[src/fdep_pkg.sv]
`default_nettype none

package fdep_pkg;

   localparam int SECTOR_BYTES = 512;
   localparam int OFF_W        = $clog2(SECTOR_BYTES);
   localparam int DOT_BYTES    = 64;
   localparam int ENTRY_BYTES  = 32;
   localparam int POS_W        = $clog2(ENTRY_BYTES);

   localparam logic [7:0] BYTE_DELETED = 8'hE5;
   localparam logic [7:0] BYTE_END     = 8'h00;
   localparam logic [7:0] BYTE_PAD     = 8'hFF;
   localparam logic [7:0] BYTE_SPACE   = 8'h20;
   localparam logic [7:0] ATTR_LFN     = 8'h0F;
   localparam logic [7:0] ATTR_DIR     = 8'h10;
   localparam logic [11:0] YEAR_BASE   = 12'd1980;

   localparam logic [POS_W-1:0] POS_ATTR   = POS_W'(11);
   localparam logic [POS_W-1:0] POS_EXT_LO = POS_W'(8);
   localparam logic [POS_W-1:0] POS_EXT_HI = POS_W'(10);
   localparam logic [POS_W-1:0] POS_REC_LO = POS_W'(20);
   localparam logic [POS_W-1:0] POS_LAST   = POS_W'(ENTRY_BYTES - 1);

   // long-name character offsets 1-10, 14-25, 28-31
   localparam logic [ENTRY_BYTES-1:0] LFN_CHAR_MASK = 32'hF3FF_C7FE;

   typedef enum logic [2:0] {
      KIND_LONG  = 3'd0,
      KIND_SHORT = 3'd1,
      KIND_EXT   = 3'd2,
      KIND_REC   = 3'd3,
      KIND_EOT   = 3'd4
   } kind_type;

   typedef enum logic [1:0] {
      ST_IDLE,
      ST_SCAN,
      ST_REC,
      ST_EOT
   } seq_state_type;

   typedef struct packed {
      logic             en;
      logic [POS_W-1:0] addr;
      logic [7:0]       data;
   } wr_type;

   typedef struct packed {
      logic                   go;
      logic                   eot;
      logic                   is_long;
      logic                   name_en;
      logic                   ext_en;
      logic [3:0]             name_end;
      logic [ENTRY_BYTES-1:0] lmask;
      logic [7:0]             attr;
   } job_type;

   typedef struct packed {
      logic [2:0]  kind;
      logic [7:0]  name_char;
      logic        last;
      logic [3:0]  attribute;
      logic [4:0]  hour;
      logic [5:0]  minute;
      logic [5:0]  second;
      logic [4:0]  day;
      logic [3:0]  month;
      logic [11:0] year;
      logic [31:0] first_cluster;
      logic [31:0] file_size;
   } res_type;

   function automatic logic [3:0] attr_code(input logic [7:0] a);
      logic [3:0] code;
      unique case (a)
         8'h01:   code = 4'd1;
         8'h02:   code = 4'd2;
         8'h04:   code = 4'd3;
         8'h08:   code = 4'd4;
         8'h10:   code = 4'd5;
         8'h20:   code = 4'd6;
         8'h40:   code = 4'd7;
         8'h80:   code = 4'd8;
         default: code = 4'd0;
      endcase
      return code;
   endfunction

endpackage

`default_nettype wire

[src/fdep_ifs.sv]
`default_nettype none

interface fdep_req_if;
   logic       valid;
   logic       ready;
   logic [7:0] data_byte;
   logic       start_req;

   modport source (output valid, output data_byte, output start_req, input ready);
   modport sink   (input valid, input data_byte, input start_req, output ready);
endinterface

interface fdep_rsp_if;
   logic        valid;
   logic        ready;
   logic [2:0]  kind;
   logic [7:0]  name_char;
   logic        last;
   logic [3:0]  attribute;
   logic [4:0]  hour;
   logic [5:0]  minute;
   logic [5:0]  second;
   logic [4:0]  day;
   logic [3:0]  month;
   logic [11:0] year;
   logic [31:0] first_cluster;
   logic [31:0] file_size;

   modport source (output valid, output kind, output name_char, output last,
                   output attribute, output hour, output minute, output second,
                   output day, output month, output year, output first_cluster,
                   output file_size, input ready);
   modport sink   (input valid, input kind, input name_char, input last,
                   input attribute, input hour, input minute, input second,
                   input day, input month, input year, input first_cluster,
                   input file_size, output ready);
endinterface

interface fdep_csr_if;
   logic valid;
   logic ready;
   logic skip_dot_entries;

   modport source (output valid, output skip_dot_entries, input ready);
   modport sink   (input valid, input skip_dot_entries, output ready);
endinterface

`default_nettype wire

[src/fdep_buf.sv]
`default_nettype none

module fdep_buf (
   input  logic                      clock,
   input  fdep_pkg::wr_type          wr,
   input  logic [fdep_pkg::POS_W-1:0] rd_addr,
   output logic [7:0]                rd_data
);
   import fdep_pkg::*;

   logic [7:0] entry_ff [ENTRY_BYTES];
   logic [7:0] rd_data_ff;

   always_ff @(posedge clock) begin
      if (wr.en) begin
         entry_ff[wr.addr] <= wr.data;
      end
   end

   always_ff @(posedge clock) begin
      rd_data_ff <= entry_ff[rd_addr];
   end

   assign rd_data = rd_data_ff;

endmodule

`default_nettype wire

[src/fdep_front.sv]
`default_nettype none

module fdep_front (
   input  logic              clock,
   input  logic              reset,
   input  logic              accept,
   input  logic [7:0]        data_byte,
   input  logic              start_req,
   input  logic              skip_dot,
   output fdep_pkg::wr_type  wr,
   output fdep_pkg::job_type job
);
   import fdep_pkg::*;

   logic [OFF_W-1:0]       off_ff, off_in;
   logic                   first_ff, first_in;
   logic                   ended_ff, ended_in;
   logic                   lpend_ff, lpend_in;
   logic [7:0]             byte0_ff, byte0_in;
   logic [7:0]             attr_ff, attr_in;
   logic [7:0]             spc_ff, spc_in;
   logic [ENTRY_BYTES-1:0] chr_ff, chr_in;

   function automatic logic [3:0] trim_end(input logic [7:0] spc);
      logic [3:0] e;
      e = 4'd0;
      for (int i = 0; i < 8; i++) begin
         if (!spc[i]) begin
            e = 4'(i + 1);
         end
      end
      return e;
   endfunction

   always_comb begin
      logic [OFF_W-1:0]       off;
      logic                   first;
      logic                   ended;
      logic                   lp;
      logic                   skip;
      logic [POS_W-1:0]       pos;
      logic                   is_long;
      logic [ENTRY_BYTES-1:0] lmask;

      off      = start_req ? '0 : off_ff;
      first    = start_req | first_ff;
      ended    = !start_req & ended_ff;
      lp       = !start_req & lpend_ff;
      skip     = 1'b0;
      pos      = off[POS_W-1:0];
      is_long  = (attr_ff == ATTR_LFN);
      lmask    = '0;
      off_in   = off_ff;
      first_in = first_ff;
      ended_in = ended_ff;
      lpend_in = lpend_ff;
      byte0_in = byte0_ff;
      attr_in  = attr_ff;
      spc_in   = spc_ff;
      chr_in   = chr_ff;
      wr       = '0;
      job      = '0;

      if (accept) begin
         off_in   = off;
         first_in = first;
         ended_in = ended;
         lpend_in = lp;
         if (!ended) begin
            skip = skip_dot && first &&
                   ((OFF_W + 1)'(off) < (OFF_W + 1)'(DOT_BYTES));
            if (off == OFF_W'(SECTOR_BYTES - 1)) begin
               off_in   = '0;
               first_in = 1'b0;
            end else begin
               off_in = off + 1'b1;
            end
            if (!skip) begin
               wr.en   = 1'b1;
               wr.addr = pos;
               wr.data = data_byte;
               chr_in[pos] = (data_byte != BYTE_END) && (data_byte != BYTE_PAD);
               if (pos < POS_W'(8)) begin
                  spc_in[pos[2:0]] = (data_byte == BYTE_SPACE);
               end
               if (pos == '0) begin
                  byte0_in = data_byte;
               end
               if (pos == POS_ATTR) begin
                  attr_in = data_byte;
               end
               lmask = chr_in & LFN_CHAR_MASK;
               if (pos == '0 && data_byte == BYTE_END) begin
                  ended_in = 1'b1;
                  job.go   = 1'b1;
                  job.eot  = 1'b1;
               end else if (pos == POS_LAST && byte0_ff != BYTE_DELETED) begin
                  lpend_in     = is_long;
                  job.go       = !is_long || (lmask != '0);
                  job.is_long  = is_long;
                  job.name_en  = !is_long && !lp;
                  job.ext_en   = (attr_ff != ATTR_DIR);
                  job.name_end = trim_end(spc_ff);
                  job.lmask    = lmask;
                  job.attr     = attr_ff;
               end
            end
         end
      end
   end

   always_ff @(posedge clock) begin
      if (reset) begin
         off_ff   <= '0;
         first_ff <= 1'b1;
         ended_ff <= 1'b0;
         lpend_ff <= 1'b0;
      end else begin
         off_ff   <= off_in;
         first_ff <= first_in;
         ended_ff <= ended_in;
         lpend_ff <= lpend_in;
      end
   end

   always_ff @(posedge clock) begin
      byte0_ff <= byte0_in;
      attr_ff  <= attr_in;
      spc_ff   <= spc_in;
      chr_ff   <= chr_in;
   end

endmodule

`default_nettype wire

[src/fdep_seq.sv]
`default_nettype none

module fdep_seq (
   input  logic                       clock,
   input  logic                       reset,
   input  fdep_pkg::job_type          job,
   output logic                       idle,
   output logic [fdep_pkg::POS_W-1:0] rd_addr,
   input  logic [7:0]                 rd_data,
   output logic                       out_valid,
   input  logic                       out_ready,
   output fdep_pkg::res_type          out
);
   import fdep_pkg::*;

   seq_state_type          state_ff, state_in;
   logic [POS_W-1:0]       idx_ff, idx_in;
   logic                   long_ff, long_in;
   logic                   name_en_ff, name_en_in;
   logic                   ext_en_ff, ext_en_in;
   logic [3:0]             end_ff, end_in;
   logic [ENTRY_BYTES-1:0] lmask_ff, lmask_in;
   logic [7:0]             attr_ff, attr_in;
   logic [95:0]            rec_ff, rec_in;
   logic                   out_valid_ff, out_valid_in;
   res_type                out_ff, out_in;
   logic                   out_free;
   logic                   load;

   assign out_free = !out_valid_ff || out_ready;
   assign idle     = (state_ff == ST_IDLE);

   always_comb begin
      logic                   emit;
      logic                   last_chr;
      logic [ENTRY_BYTES-1:0] rem;
      res_type                res;

      state_in   = state_ff;
      idx_in     = idx_ff;
      long_in    = long_ff;
      name_en_in = name_en_ff;
      ext_en_in  = ext_en_ff;
      end_in     = end_ff;
      lmask_in   = lmask_ff;
      attr_in    = attr_ff;
      rec_in     = rec_ff;
      rd_addr    = idx_ff;
      load       = 1'b0;
      emit       = 1'b0;
      rem        = lmask_ff >> idx_ff;
      last_chr   = (rem[ENTRY_BYTES-1:1] == '0);
      res        = '0;

      unique case (state_ff)
         ST_IDLE: begin
            if (job.go) begin
               if (job.eot) begin
                  state_in = ST_EOT;
               end else begin
                  state_in   = ST_SCAN;
                  idx_in     = job.is_long ? POS_W'(1) : '0;
                  long_in    = job.is_long;
                  name_en_in = job.name_en;
                  ext_en_in  = job.ext_en;
                  end_in     = job.name_end;
                  lmask_in   = job.lmask;
                  attr_in    = job.attr;
                  rd_addr    = idx_in;
               end
            end
         end
         ST_SCAN: begin
            res.name_char = rd_data;
            if (long_ff) begin
               emit     = lmask_ff[idx_ff];
               res.kind = KIND_LONG;
               res.last = last_chr;
            end else if (name_en_ff && (idx_ff < POS_W'(end_ff))) begin
               emit     = 1'b1;
               res.kind = KIND_SHORT;
            end else if (ext_en_ff && idx_ff >= POS_EXT_LO && idx_ff <= POS_EXT_HI) begin
               emit     = 1'b1;
               res.kind = KIND_EXT;
            end
            load = emit && out_free;
            if (!emit || out_free) begin
               if (idx_ff >= POS_REC_LO) begin
                  rec_in = {rd_data, rec_ff[95:8]};
               end
               if (long_ff && emit && last_chr) begin
                  state_in = ST_IDLE;
               end else if (idx_ff == POS_LAST) begin
                  state_in = long_ff ? ST_IDLE : ST_REC;
               end else begin
                  idx_in = idx_ff + 1'b1;
               end
               rd_addr = idx_in;
            end
         end
         ST_REC: begin
            res.kind          = KIND_REC;
            res.last          = 1'b1;
            res.attribute     = attr_code(attr_ff);
            res.hour          = rec_ff[31:27];
            res.minute        = {rec_ff[26:24], rec_ff[23:21]};
            res.second        = {rec_ff[20:16], 1'b0};
            res.day           = rec_ff[36:32];
            res.month         = {rec_ff[40], rec_ff[39:37]};
            res.year          = 12'(rec_ff[47:41]) + YEAR_BASE;
            res.first_cluster = {rec_ff[15:0], rec_ff[63:48]};
            res.file_size     = rec_ff[95:64];
            if (out_free) begin
               load     = 1'b1;
               state_in = ST_IDLE;
            end
         end
         ST_EOT: begin
            res.kind = KIND_EOT;
            res.last = 1'b1;
            if (out_free) begin
               load     = 1'b1;
               state_in = ST_IDLE;
            end
         end
         default: begin
            state_in = ST_IDLE;
         end
      endcase

      out_in = load ? res : out_ff;
      if (load) begin
         out_valid_in = 1'b1;
      end else if (out_ready) begin
         out_valid_in = 1'b0;
      end else begin
         out_valid_in = out_valid_ff;
      end
   end

   always_ff @(posedge clock) begin
      if (reset) begin
         state_ff     <= ST_IDLE;
         out_valid_ff <= 1'b0;
      end else begin
         state_ff     <= state_in;
         out_valid_ff <= out_valid_in;
      end
   end

   always_ff @(posedge clock) begin
      idx_ff     <= idx_in;
      long_ff    <= long_in;
      name_en_ff <= name_en_in;
      ext_en_ff  <= ext_en_in;
      end_ff     <= end_in;
      lmask_ff   <= lmask_in;
      attr_ff    <= attr_in;
      rec_ff     <= rec_in;
      out_ff     <= out_in;
   end

   assign out_valid = out_valid_ff;
   assign out       = out_ff;

   a_job_only_when_idle: assert property (@(posedge clock) disable iff (reset)
      job.go |-> state_ff == ST_IDLE)
      else $error("job issued while sequencer busy");

   a_long_scan_has_chars: assert property (@(posedge clock) disable iff (reset)
      (state_ff == ST_SCAN && long_ff) |-> lmask_ff != '0)
      else $error("long-name scan with no characters");

   a_rec_after_full_scan: assert property (@(posedge clock) disable iff (reset)
      state_ff == ST_REC |-> idx_ff == POS_LAST)
      else $error("record stage entered before scan finished");

   a_load_needs_slot: assert property (@(posedge clock) disable iff (reset)
      (out_valid_ff && !out_ready) |-> !load)
      else $error("output register overwritten while stalled");

   a_main_chars_not_last: assert property (@(posedge clock) disable iff (reset)
      (state_ff == ST_SCAN && !long_ff && load) |=> !out_ff.last)
      else $error("name character of main entry flagged last");

endmodule

`default_nettype wire

[src/fat_directory_entry_parser.sv]
// FAT directory entry parser.
// req_port carries the directory region one byte per request; start_req marks
// the first byte of a new directory read. csr_port writes skip_dot_entries
// and is always ready; write it only while the block is idle.
// rsp_port returns name characters, entry records and the end-of-table mark,
// with last set on the final response that a request caused.
// A byte that causes no response leaves the sequencer idle. The last byte of
// an entry that is not deleted (a long-name entry also needs characters)
// starts a scan of the 32-byte entry buffer through its registered read port,
// one buffer byte per cycle unless a character waits for a stalled output
// register; characters leave as the scan reaches them, the record passes the
// record state after the scan ends, and the end-of-table mark passes the
// end-of-table state. req_port.ready is low while the sequencer is busy.
// A stalled receiver holds the output register and stops the scan; the next
// request is still taken once the final response sits in the output register.
// Reset (synchronous) resets the offset, flags, skip register, sequencer state and response valid.
`default_nettype none

module fat_directory_entry_parser (
   input  logic              clock,
   input  logic              reset,
   fdep_req_if.sink          req_port,
   fdep_rsp_if.source        rsp_port,
   fdep_csr_if.sink          csr_port
);
   import fdep_pkg::*;

   logic             skip_ff, skip_in;
   logic             accept;
   logic             idle;
   wr_type           wr;
   job_type          job;
   logic [POS_W-1:0] rd_addr;
   logic [7:0]       rd_data;
   res_type          out;

   assign csr_port.ready = 1'b1;
   assign skip_in = csr_port.valid ? csr_port.skip_dot_entries : skip_ff;

   always_ff @(posedge clock) begin
      if (reset) begin
         skip_ff <= 1'b0;
      end else begin
         skip_ff <= skip_in;
      end
   end

   assign req_port.ready = idle;
   assign accept = req_port.valid && idle;

   fdep_front u_front (
      .clock     (clock),
      .reset     (reset),
      .accept    (accept),
      .data_byte (req_port.data_byte),
      .start_req (req_port.start_req),
      .skip_dot  (skip_ff),
      .wr        (wr),
      .job       (job)
   );

   fdep_buf u_buf (
      .clock   (clock),
      .wr      (wr),
      .rd_addr (rd_addr),
      .rd_data (rd_data)
   );

   fdep_seq u_seq (
      .clock     (clock),
      .reset     (reset),
      .job       (job),
      .idle      (idle),
      .rd_addr   (rd_addr),
      .rd_data   (rd_data),
      .out_valid (rsp_port.valid),
      .out_ready (rsp_port.ready),
      .out       (out)
   );

   assign rsp_port.kind          = out.kind;
   assign rsp_port.name_char     = out.name_char;
   assign rsp_port.last          = out.last;
   assign rsp_port.attribute     = out.attribute;
   assign rsp_port.hour          = out.hour;
   assign rsp_port.minute        = out.minute;
   assign rsp_port.second        = out.second;
   assign rsp_port.day           = out.day;
   assign rsp_port.month         = out.month;
   assign rsp_port.year          = out.year;
   assign rsp_port.first_cluster = out.first_cluster;
   assign rsp_port.file_size     = out.file_size;

endmodule

`default_nettype wire
[src/flat_wrapper.sv]
// flat-port wrapper written by rule: the top's interface ports become plain ports
module fat_directory_entry_parser_flat import fdep_pkg::*;
  (clock, reset, req_port_valid, req_port_data_byte, req_port_start_req, req_port_ready, rsp_port_valid, rsp_port_kind, rsp_port_name_char, rsp_port_last, rsp_port_attribute, rsp_port_hour, rsp_port_minute, rsp_port_second, rsp_port_day, rsp_port_month, rsp_port_year, rsp_port_first_cluster, rsp_port_file_size, rsp_port_ready, csr_port_valid, csr_port_skip_dot_entries, csr_port_ready);
  fdep_req_if req_port_i ();
  fdep_rsp_if rsp_port_i ();
  fdep_csr_if csr_port_i ();
  input  logic clock;
  input  logic reset;
  input wire logic [$bits(req_port_i.valid)-1:0] req_port_valid;
  input wire logic [$bits(req_port_i.data_byte)-1:0] req_port_data_byte;
  input wire logic [$bits(req_port_i.start_req)-1:0] req_port_start_req;
  output wire logic [$bits(req_port_i.ready)-1:0] req_port_ready;
  output wire logic [$bits(rsp_port_i.valid)-1:0] rsp_port_valid;
  output wire logic [$bits(rsp_port_i.kind)-1:0] rsp_port_kind;
  output wire logic [$bits(rsp_port_i.name_char)-1:0] rsp_port_name_char;
  output wire logic [$bits(rsp_port_i.last)-1:0] rsp_port_last;
  output wire logic [$bits(rsp_port_i.attribute)-1:0] rsp_port_attribute;
  output wire logic [$bits(rsp_port_i.hour)-1:0] rsp_port_hour;
  output wire logic [$bits(rsp_port_i.minute)-1:0] rsp_port_minute;
  output wire logic [$bits(rsp_port_i.second)-1:0] rsp_port_second;
  output wire logic [$bits(rsp_port_i.day)-1:0] rsp_port_day;
  output wire logic [$bits(rsp_port_i.month)-1:0] rsp_port_month;
  output wire logic [$bits(rsp_port_i.year)-1:0] rsp_port_year;
  output wire logic [$bits(rsp_port_i.first_cluster)-1:0] rsp_port_first_cluster;
  output wire logic [$bits(rsp_port_i.file_size)-1:0] rsp_port_file_size;
  input wire logic [$bits(rsp_port_i.ready)-1:0] rsp_port_ready;
  input wire logic [$bits(csr_port_i.valid)-1:0] csr_port_valid;
  input wire logic [$bits(csr_port_i.skip_dot_entries)-1:0] csr_port_skip_dot_entries;
  output wire logic [$bits(csr_port_i.ready)-1:0] csr_port_ready;
  assign req_port_i.valid = req_port_valid;
  assign req_port_i.data_byte = req_port_data_byte;
  assign req_port_i.start_req = req_port_start_req;
  assign req_port_ready = req_port_i.ready;
  assign rsp_port_valid = rsp_port_i.valid;
  assign rsp_port_kind = rsp_port_i.kind;
  assign rsp_port_name_char = rsp_port_i.name_char;
  assign rsp_port_last = rsp_port_i.last;
  assign rsp_port_attribute = rsp_port_i.attribute;
  assign rsp_port_hour = rsp_port_i.hour;
  assign rsp_port_minute = rsp_port_i.minute;
  assign rsp_port_second = rsp_port_i.second;
  assign rsp_port_day = rsp_port_i.day;
  assign rsp_port_month = rsp_port_i.month;
  assign rsp_port_year = rsp_port_i.year;
  assign rsp_port_first_cluster = rsp_port_i.first_cluster;
  assign rsp_port_file_size = rsp_port_i.file_size;
  assign rsp_port_i.ready = rsp_port_ready;
  assign csr_port_i.valid = csr_port_valid;
  assign csr_port_i.skip_dot_entries = csr_port_skip_dot_entries;
  assign csr_port_ready = csr_port_i.ready;
  fat_directory_entry_parser u_core (.clock(clock), .reset(reset), .req_port(req_port_i), .rsp_port(rsp_port_i), .csr_port(csr_port_i));
endmodule
[config.mk]
export PLATFORM = sky130hd
export DESIGN_NAME = fat_directory_entry_parser_flat
export DESIGN_NICKNAME = d
export VERILOG_FILES = /design/src/fdep_pkg.sv /design/src/fdep_ifs.sv /design/src/fdep_buf.sv /design/src/fdep_front.sv /design/src/fdep_seq.sv /design/src/fat_directory_entry_parser.sv /design/src/flat_wrapper.sv
export SDC_FILE = /design/constraint.sdc
export NUM_CORES = 1
export LEC_CHECK = 0
export ABC_CLOCK_PERIOD_IN_PS = 10240
export BUFFER_PORTS_ARGS = -buffer_cell sky130_fd_sc_hd__buf_2
export CELL_PAD_IN_SITES_DETAIL_PLACEMENT = 0
export CELL_PAD_IN_SITES_GLOBAL_PLACEMENT = 1
export CORE_ASPECT_RATIO = 1.2
export CORE_MARGIN = 3
export CORE_UTILIZATION = 25
export DETAILED_ROUTE_END_ITERATION = 10
export PLACE_DENSITY = 0.52
export SYNTH_ARGS = -nofsm -noshare
export SYNTH_HDL_FRONTEND = slang
export SYNTH_SLANG_ARGS = --single-unit
[constraint.sdc]
create_clock -name clock -period 10.24 [get_ports clock]
set_input_delay 1.536 -clock clock [delete_from_list [all_inputs] [get_ports clock]]
set_output_delay 1.536 -clock clock [all_outputs]
set_load 0.02 [all_outputs]
==> qor.csv, run 1 <==
metric;value;unit
status;finished, final reports clean;
Synth cell types;93;
WP data arrival;7810;ps
HP Class;flip-flop to flip-flop;
worst setup margin;2940;ps
Die Area;104000;um2
flop-to-flop setup slack;3280;ps
worst reg-to-reg path cell count;17;
clock sink total;589;
Pre-antenna DRT Iters;6;
CP Max Fanout;69;
Setup Crit Path Kind;input port to flip-flop;
DR DRC count;0;
DP HPWL;45500;um
initial antenna violation count;1;
GPL Wtd Cong;0.841;
Rows;126;
Max-cap violations;0;
Die Y;353;um
CP Capture Point;u_core.u_buf.rd_data[3];
post-synthesis instance total;1771;
number of top-level pins;136;
Yosys Warn Count;0;
accumulated negative setup slack;0;ps
commonest cells after routing, fill and taps aside;edfxtp_1, and2_1, buf_2;
hold slack;425;ps
post-CTS resize count;0;
Routed Antenna Nets;0;
Critical path origin;req_port_start_req;
clock tree buffer depth;3;
Via-to-Cell Ratio;4.71;
RSZ-0062 raised after global routing;false;
Avg Cell Area, Syn;14.2;um2
fin nets;1907;
final hold vios;0;
number of I/O port buffers;133;
Vias;15122;
post-synthesis sequential area ratio;0.693;
Mapped Nets;1795;
asr flop ratio synth;0;
area share of the largest cell type after synthesis;0.670;
most common cell after layout, fill and taps aside;edfxtp_1;
Area Overhead vs Synth;15.5;%
clk_lat worst skew;650;ps
DP Worst Slack;2370;ps
FF-to-FF Start;u_core.u_front.off_ff[0];
worst-margin pin slew;1270;ps
number of enable flip-flop cells after synthesis;560;
post-CTS setup buffer count;0;
startpoint types;input port;
crit end category;flip-flop;
fin crit share;0.713;
Period minus WS final;7300;ps
1st-iter DRT viols;1129;
Clock Root Buffer;clkbuf_16;
synth top area cells;edfxtp_1, mux2i_1, and2_1;
Worst EP required;10750;ps
GRT Residual Overflow;0;
layout cells sized above 1;0.175;
#FFs+latches synth;589;
core area;99000;um2
final setup vio count;0;
vias in the first global route;15439;
largest net degree at the start of global routing;96;
Worst-path clk slew;60;ps
cell taking the most area after synthesis;edfxtp_1;
routed len/inst;21.0;um
hold buffers post-CTS;0;
Relative slew margins;0.151;
Starting Density;0.254;
H-Tree Level Count;2;
Syn Std Cell Area;25100;um2
Max VDD drop;0.122;mV
global-route wire length before repair;101000;um
P_leak;9.30;nW
Max Freq;0.137;GHz
Worst Clk Skew;43.0;ps
TritonCTS Buffers;55;
FF-to-FF End;u_core.u_buf.rd_data[6];
Max Slew Vio Count;0;
TritonCTS clock tree;built;
Synth Flop Type;edfxtp_1;
Die Wd;295;um
P per Cell Area;181;nW/um2
gr usage total;0.127;
Post-Route WL;67500;um
-- where the power goes --
group	total, mW	switching [mW]	internal [mW]
combinational	0.350	0.250	0.0994
sequential	2.73	0.0280	2.70
clock	2.16	0.938	1.22
total	5.24	1.22	4.02
-- flip-flops by register name (all words and copies together) (netlist names) --
signal and cells:
u_core.skip_ff 1, u_core.u_buf.entry_ff 256, u_core.u_buf.rd_data 8, u_core.u_front.attr_ff 8
u_core.u_front.byte0_ff 8, u_core.u_front.chr_ff 26, u_core.u_front.ended_ff 1, u_core.u_front.first_ff 1
u_core.u_front.lpend_ff 1, u_core.u_front.off_ff 9, u_core.u_front.spc_ff 8, u_core.u_seq.attr_ff 8
u_core.u_seq.end_ff 4, u_core.u_seq.ext_en_ff 1, u_core.u_seq.idx_ff 5, u_core.u_seq.lmask_ff 26
u_core.u_seq.long_ff 1, u_core.u_seq.name_en_ff 1, u_core.u_seq.out 117, u_core.u_seq.out_valid 1
u_core.u_seq.rec_ff 96, u_core.u_seq.state_ff 2
-- layer usage --
layer	vias to the layer above	wire, um	share of wire	track usage
li1	7018	-	-	-
met1	7549	28700	0.43	0.161
met2	437	33500	0.50	0.220
met3	116	2820	0.042	0.0172
met4	2	2460	0.036	0.0484
met5	-	17	0.00025	0
-- how the worst min path moves through the flow --
stage	start	endpoint	slack (ps)	cells after the start
floorplan	u_core.u_buf.rd_data[0]	u_core.u_seq.rec_ff[88]	400	0
global placement	u_core.u_buf.rd_data[5]	u_core.u_seq.rec_ff[93]	410	0
detailed placement	u_core.u_buf.rd_data[5]	u_core.u_seq.rec_ff[93]	410	0
CTS	u_core.u_buf.rd_data[5]	u_core.u_seq.rec_ff[93]	430	0
global route	u_core.u_buf.rd_data[5]	u_core.u_seq.rec_ff[93]	440	0
finish	u_core.u_buf.rd_data[5]	u_core.u_seq.rec_ff[93]	420	0
-- worst max-delay path, cell delays in order --
cell and delay, ps:
buf_2 530, clkinv_1 570, nand2_1 280, nor2_1 140, and3_1 220, ha_1 190, o21ai_0 250, a21oi_1 370
nand2_1 480, o21ai_0 310, a31oi_1 260, o22ai_1 150, o22ai_4 660, buf_12 430, mux2_2 400, o211ai_1 260
a211oi_1 80, or4_1 500
-- logic make-up (layout without fill, tap and decap cells) --
logic type / Yosys count / after routing / share of synthesized area
multiplexers: 152 / 152 / 0.0636
AO/OA/AOI/OAI: 306 / 306 / 0.0841
other: 2 / 3 / 0.000299
flip-flops: 589 / 589 / 0.693
buffers and inverters: 134 / 293 / 0.0273
adder cells (fa/ha/maj): 9 / 9 / 0.00448
AND/OR/NAND/NOR: 572 / 572 / 0.125
XOR/XNOR: 7 / 7 / 0.00244
-- metrics by stage --
step,instance area [um2],cells,power [mW],utilization
floorplan,25100,1771,3.01,-
global placement,27100,3105,3.14,0.274
detailed placement,27100,3106,3.14,0.274
CTS,29000,3210,5.31,0.293
global route,29000,3210,5.42,0.293
finish,29000,3211,5.24,0.293
-- synthesized netlist by cell type, types with 5 or more instances --
cell and count:
a2111oi_0 10, a211o_1 11, a211oi_1 23, a21o_1 9
a21oi_1 58, a22oi_1 12, a2bb2oi_1 7, a31oi_1 8
a41oi_1 10, and2_1 139, and3_1 27, and4_1 5
buf_2 24, buf_4 18, buf_6 11, clkbuf_1 53
dfxtp_1 29, edfxtp_1 560, ha_1 9, inv_1 16
mux2_2 40, mux2i_1 110, nand2_1 82, nand2b_1 15
nand3_1 50, nand4_1 10, nor2_1 110, nor2b_1 23
nor3_1 37, nor3b_1 5, nor4_1 10, o2111ai_1 6
o211ai_1 12, o21ai_0 64, o21ai_1 7, o22ai_1 8
o31ai_1 18, or2_2 6, or3_1 5, or3b_2 5
or4_1 10, xnor2_1 5
-- area by class of cell --
cell class,instances,area [um2]
inverters,24,92.6
multi-input cells,1048,7090
clock buffers,69,1450
well taps,1280,1600
clock inverters,35,457
fillers,9950,70000
diodes,1,2.50
flip-flops and latches,589,17400
repair buffers,165,918
Power figures use the tool's default switching activity.
==> run 2, diff against run 1 <==
--- a/config.mk
+++ b/config.mk
@@ -5,7 +5,7 @@
 export SDC_FILE = /design/constraint.sdc
 export NUM_CORES = 1
 export LEC_CHECK = 0
-export ABC_CLOCK_PERIOD_IN_PS = 10240
+export ABC_CLOCK_PERIOD_IN_PS = 7200
 export BUFFER_PORTS_ARGS = -buffer_cell sky130_fd_sc_hd__buf_2
 export CELL_PAD_IN_SITES_DETAIL_PLACEMENT = 0
 export CELL_PAD_IN_SITES_GLOBAL_PLACEMENT = 1
==> constraint.sdc (replaced) <==
create_clock -name clock -period 7.2 [get_ports clock]
set_input_delay 1.08 -clock clock [delete_from_list [all_inputs] [get_ports clock]]
set_output_delay 1.08 -clock clock [all_outputs]
set_load 0.02 [all_outputs]
==> qor.csv, run 2 (same netlist as run 1, synthesis figures left out) <==
metric;value;unit;change
worst-margin pin slew;1200;ps;-65.7 ps
post-CTS resize count;0;;unchanged
Pre-antenna DRT Iters;5;;-1
Area Overhead vs Synth;17.2;%;
Worst EP required;7700;ps;-3050 ps
accumulated negative setup slack;0;ps;unchanged
Relative slew margins;0.194;;+0.0426
HP Class;flip-flop to flip-flop;;
worst reg-to-reg path cell count;17;;unchanged
fin nets;1925;;+0.94%
WP data arrival;6250;ps;-1560 ps
RSZ-0062 raised after global routing;false;;
Power Total;7.80;mW;+49%
routed len/inst;20.8;um;-0.91%
Worst path slowest cell;dfxtp_1;;
H-Tree Level Count;2;;unchanged
switching share of total power;0.229;;-0.00352
startpoint types;flip-flop;;
Worst Clk Skew;40.6;ps;-2.43 ps
final hold vios;0;;unchanged
Critical path origin;u_core.u_front.off_ff[2];;
FF-to-FF Start;u_core.u_front.off_ff[2];;
Pint;6.02;mW;+50%
Max-cap violations;0;;unchanged
Die Wd;295;um;unchanged
number of I/O port buffers;133;;unchanged
# diodes;0;;-1
final setup vio count;0;;unchanged
GPL Wtd Cong;0.890;;+5.8%
clock group share of total power;0.437;;+0.025
Seq pwr share;0.499;;-0.022
Setup Crit Path Kind;flip-flop to flip-flop;;
commonest cells after routing, fill and taps aside;edfxtp_1, and2_1, buf_2;;
number of top-level pins;136;;unchanged
clock tree buffer depth;3;;unchanged
status;finished, final reports clean;;
TritonCTS Buffers;58;;+5.5%
Die Area;104000;um2;unchanged
initial antenna violation count;1;;unchanged
clk_lat worst skew;640;ps;about the same
most common cell after layout, fill and taps aside;edfxtp_1;;
gr usage total;0.126;;-0.00107
Max Slew Vio Count;0;;unchanged
Rows;126;;unchanged
CP Max Fanout;30;;-57%
Max VDD drop;0.184;mV;+50%
hold buffers post-CTS;0;;unchanged
Max Freq;0.174;GHz;
Die Y;353;um;unchanged
CP max stage delay;840;ps;+180 ps
crit end category;flip-flop;;
max FFs per register;256;;unchanged
Starting Density;0.254;;unchanged
Period minus WS final;5740;ps;
DP HPWL;46100;um;+1.4%
largest net degree at the start of global routing;114;;+19%
P per Cell Area;265;nW/um2;+47%
global-route wire length before repair;101000;um;about the same
Post-Route WL;67300;um;-0.32%
WP buf/inv;1;;-2
1st-iter DRT viols;1094;;-3.1%
Via-to-Cell Ratio;4.69;;-0.34%
layout cells sized above 1;0.186;;+0.0110
most used cell, CP;a21oi_1;;
fin crit share;0.798;;
DR DRC count;0;;unchanged
core area;99000;um2;unchanged
P_leak;9.51;nW;+2.3%
post-CTS setup buffer count;0;;unchanged
Psw;1.78;mW;+47%
Top reg by flops;u_core.u_buf.entry_ff;;
Vias;15159;;+0.24%
Hold Crit Start;u_core.u_seq.rec_ff[93];;
cell family with most CP delay;compound AO/OA/AOI/OAI gates;;
clock sink total;589;;unchanged
Worst-path clk slew;70;ps;about the same
Gate power share;0.064;;-0.003
crit-path cells;nand2_1 > nor2_1 > and3_1 > ha_1 > o21ai_0 > a21oi_1 > and3_1 > a21oi_1 > a2111oi_0 > o22ai_1 > o22ai_4 > buf_12 > mux2i_1 > nand3_1 > a41oi_1 > a21oi_1 > or4_1;;
Routed Antenna Nets;0;;unchanged
Clock Root Buffer;clkbuf_16;;
Crit. path cell count;17;;-1
GRT Residual Overflow;0;;unchanged
vias in the first global route;15431;;-0.052%
hold path depth;0;;unchanged
TritonCTS clock tree;built;;
-- run 2: area by class of cell --
| type | count | area [um2] |
|---|---|---|
| fill | 10006 | 69600 |
| sequential | 589 | 17400 |
| multi-input combinational | 1048 | 7080 |
| tap | 1280 | 1600 |
| clock buffer | 63 | 1490 |
| timing repair buffer | 180 | 1090 |
| clock inverter | 46 | 681 |
| inverter | 24 | 92.6 |
-- run 2: stage by stage --
stage / cell area (um2) / hold slack, ps / worst slack (ps) / utilization / cells
global placement: 27300 / 421 / 953 / 0.275 / 3121
CTS: 29400 / 441 / 1510 / 0.297 / 3230
detailed placement: 27300 / 425 / 943 / 0.275 / 3121
finish: 29400 / 439 / 1460 / 0.297 / 3230
global route: 29400 / 448 / 980 / 0.297 / 3230
floorplan: 25100 / 400 / 1770 / - / 1771
-- run 2: layer usage --
metal,GRT usage,vias up,wire (um)
met5,0,-,13
met3,0.0169,109,2640
met1,0.158,7627,28800
met4,0.0472,2,2470
met2,0.221,378,33300
li1,-,7043,-
-- run 2: power groups by stage --
stage	logic, mW	clock network [mW]	registers (mW)
3_3_place_gp	0.506	0	3.97
5_1_grt	0.546	3.64	3.90
6_report	0.500	3.41	3.89
4_1_cts	0.509	3.51	3.89
3_5_place_dp	0.507	0	3.96
2_1_floorplan	0.279	0	4.00
-- run 2: final timing paths --
kind / to / slack [ps]
max reg2reg: u_core.u_buf.rd_data[1] / 1460
min reg2reg: u_core.u_seq.rec_ff[85] / 440
max: u_core.u_buf.rd_data[1] / 1460
min: u_core.u_seq.rec_ff[85] / 440
-- run 2: worst reg2reg max path: stages (launching register included) --
cell and delay (ps):
dfxtp_1 840, nand2_1 270, nor2_1 370, and3_1 210
ha_1 170, o21ai_0 220, a21oi_1 290, and3_1 230
a21oi_1 50, a2111oi_0 460, o22ai_1 190, o22ai_4 830
buf_12 330, mux2i_1 240, nand3_1 110, a41oi_1 370
a21oi_1 90, or4_1 400
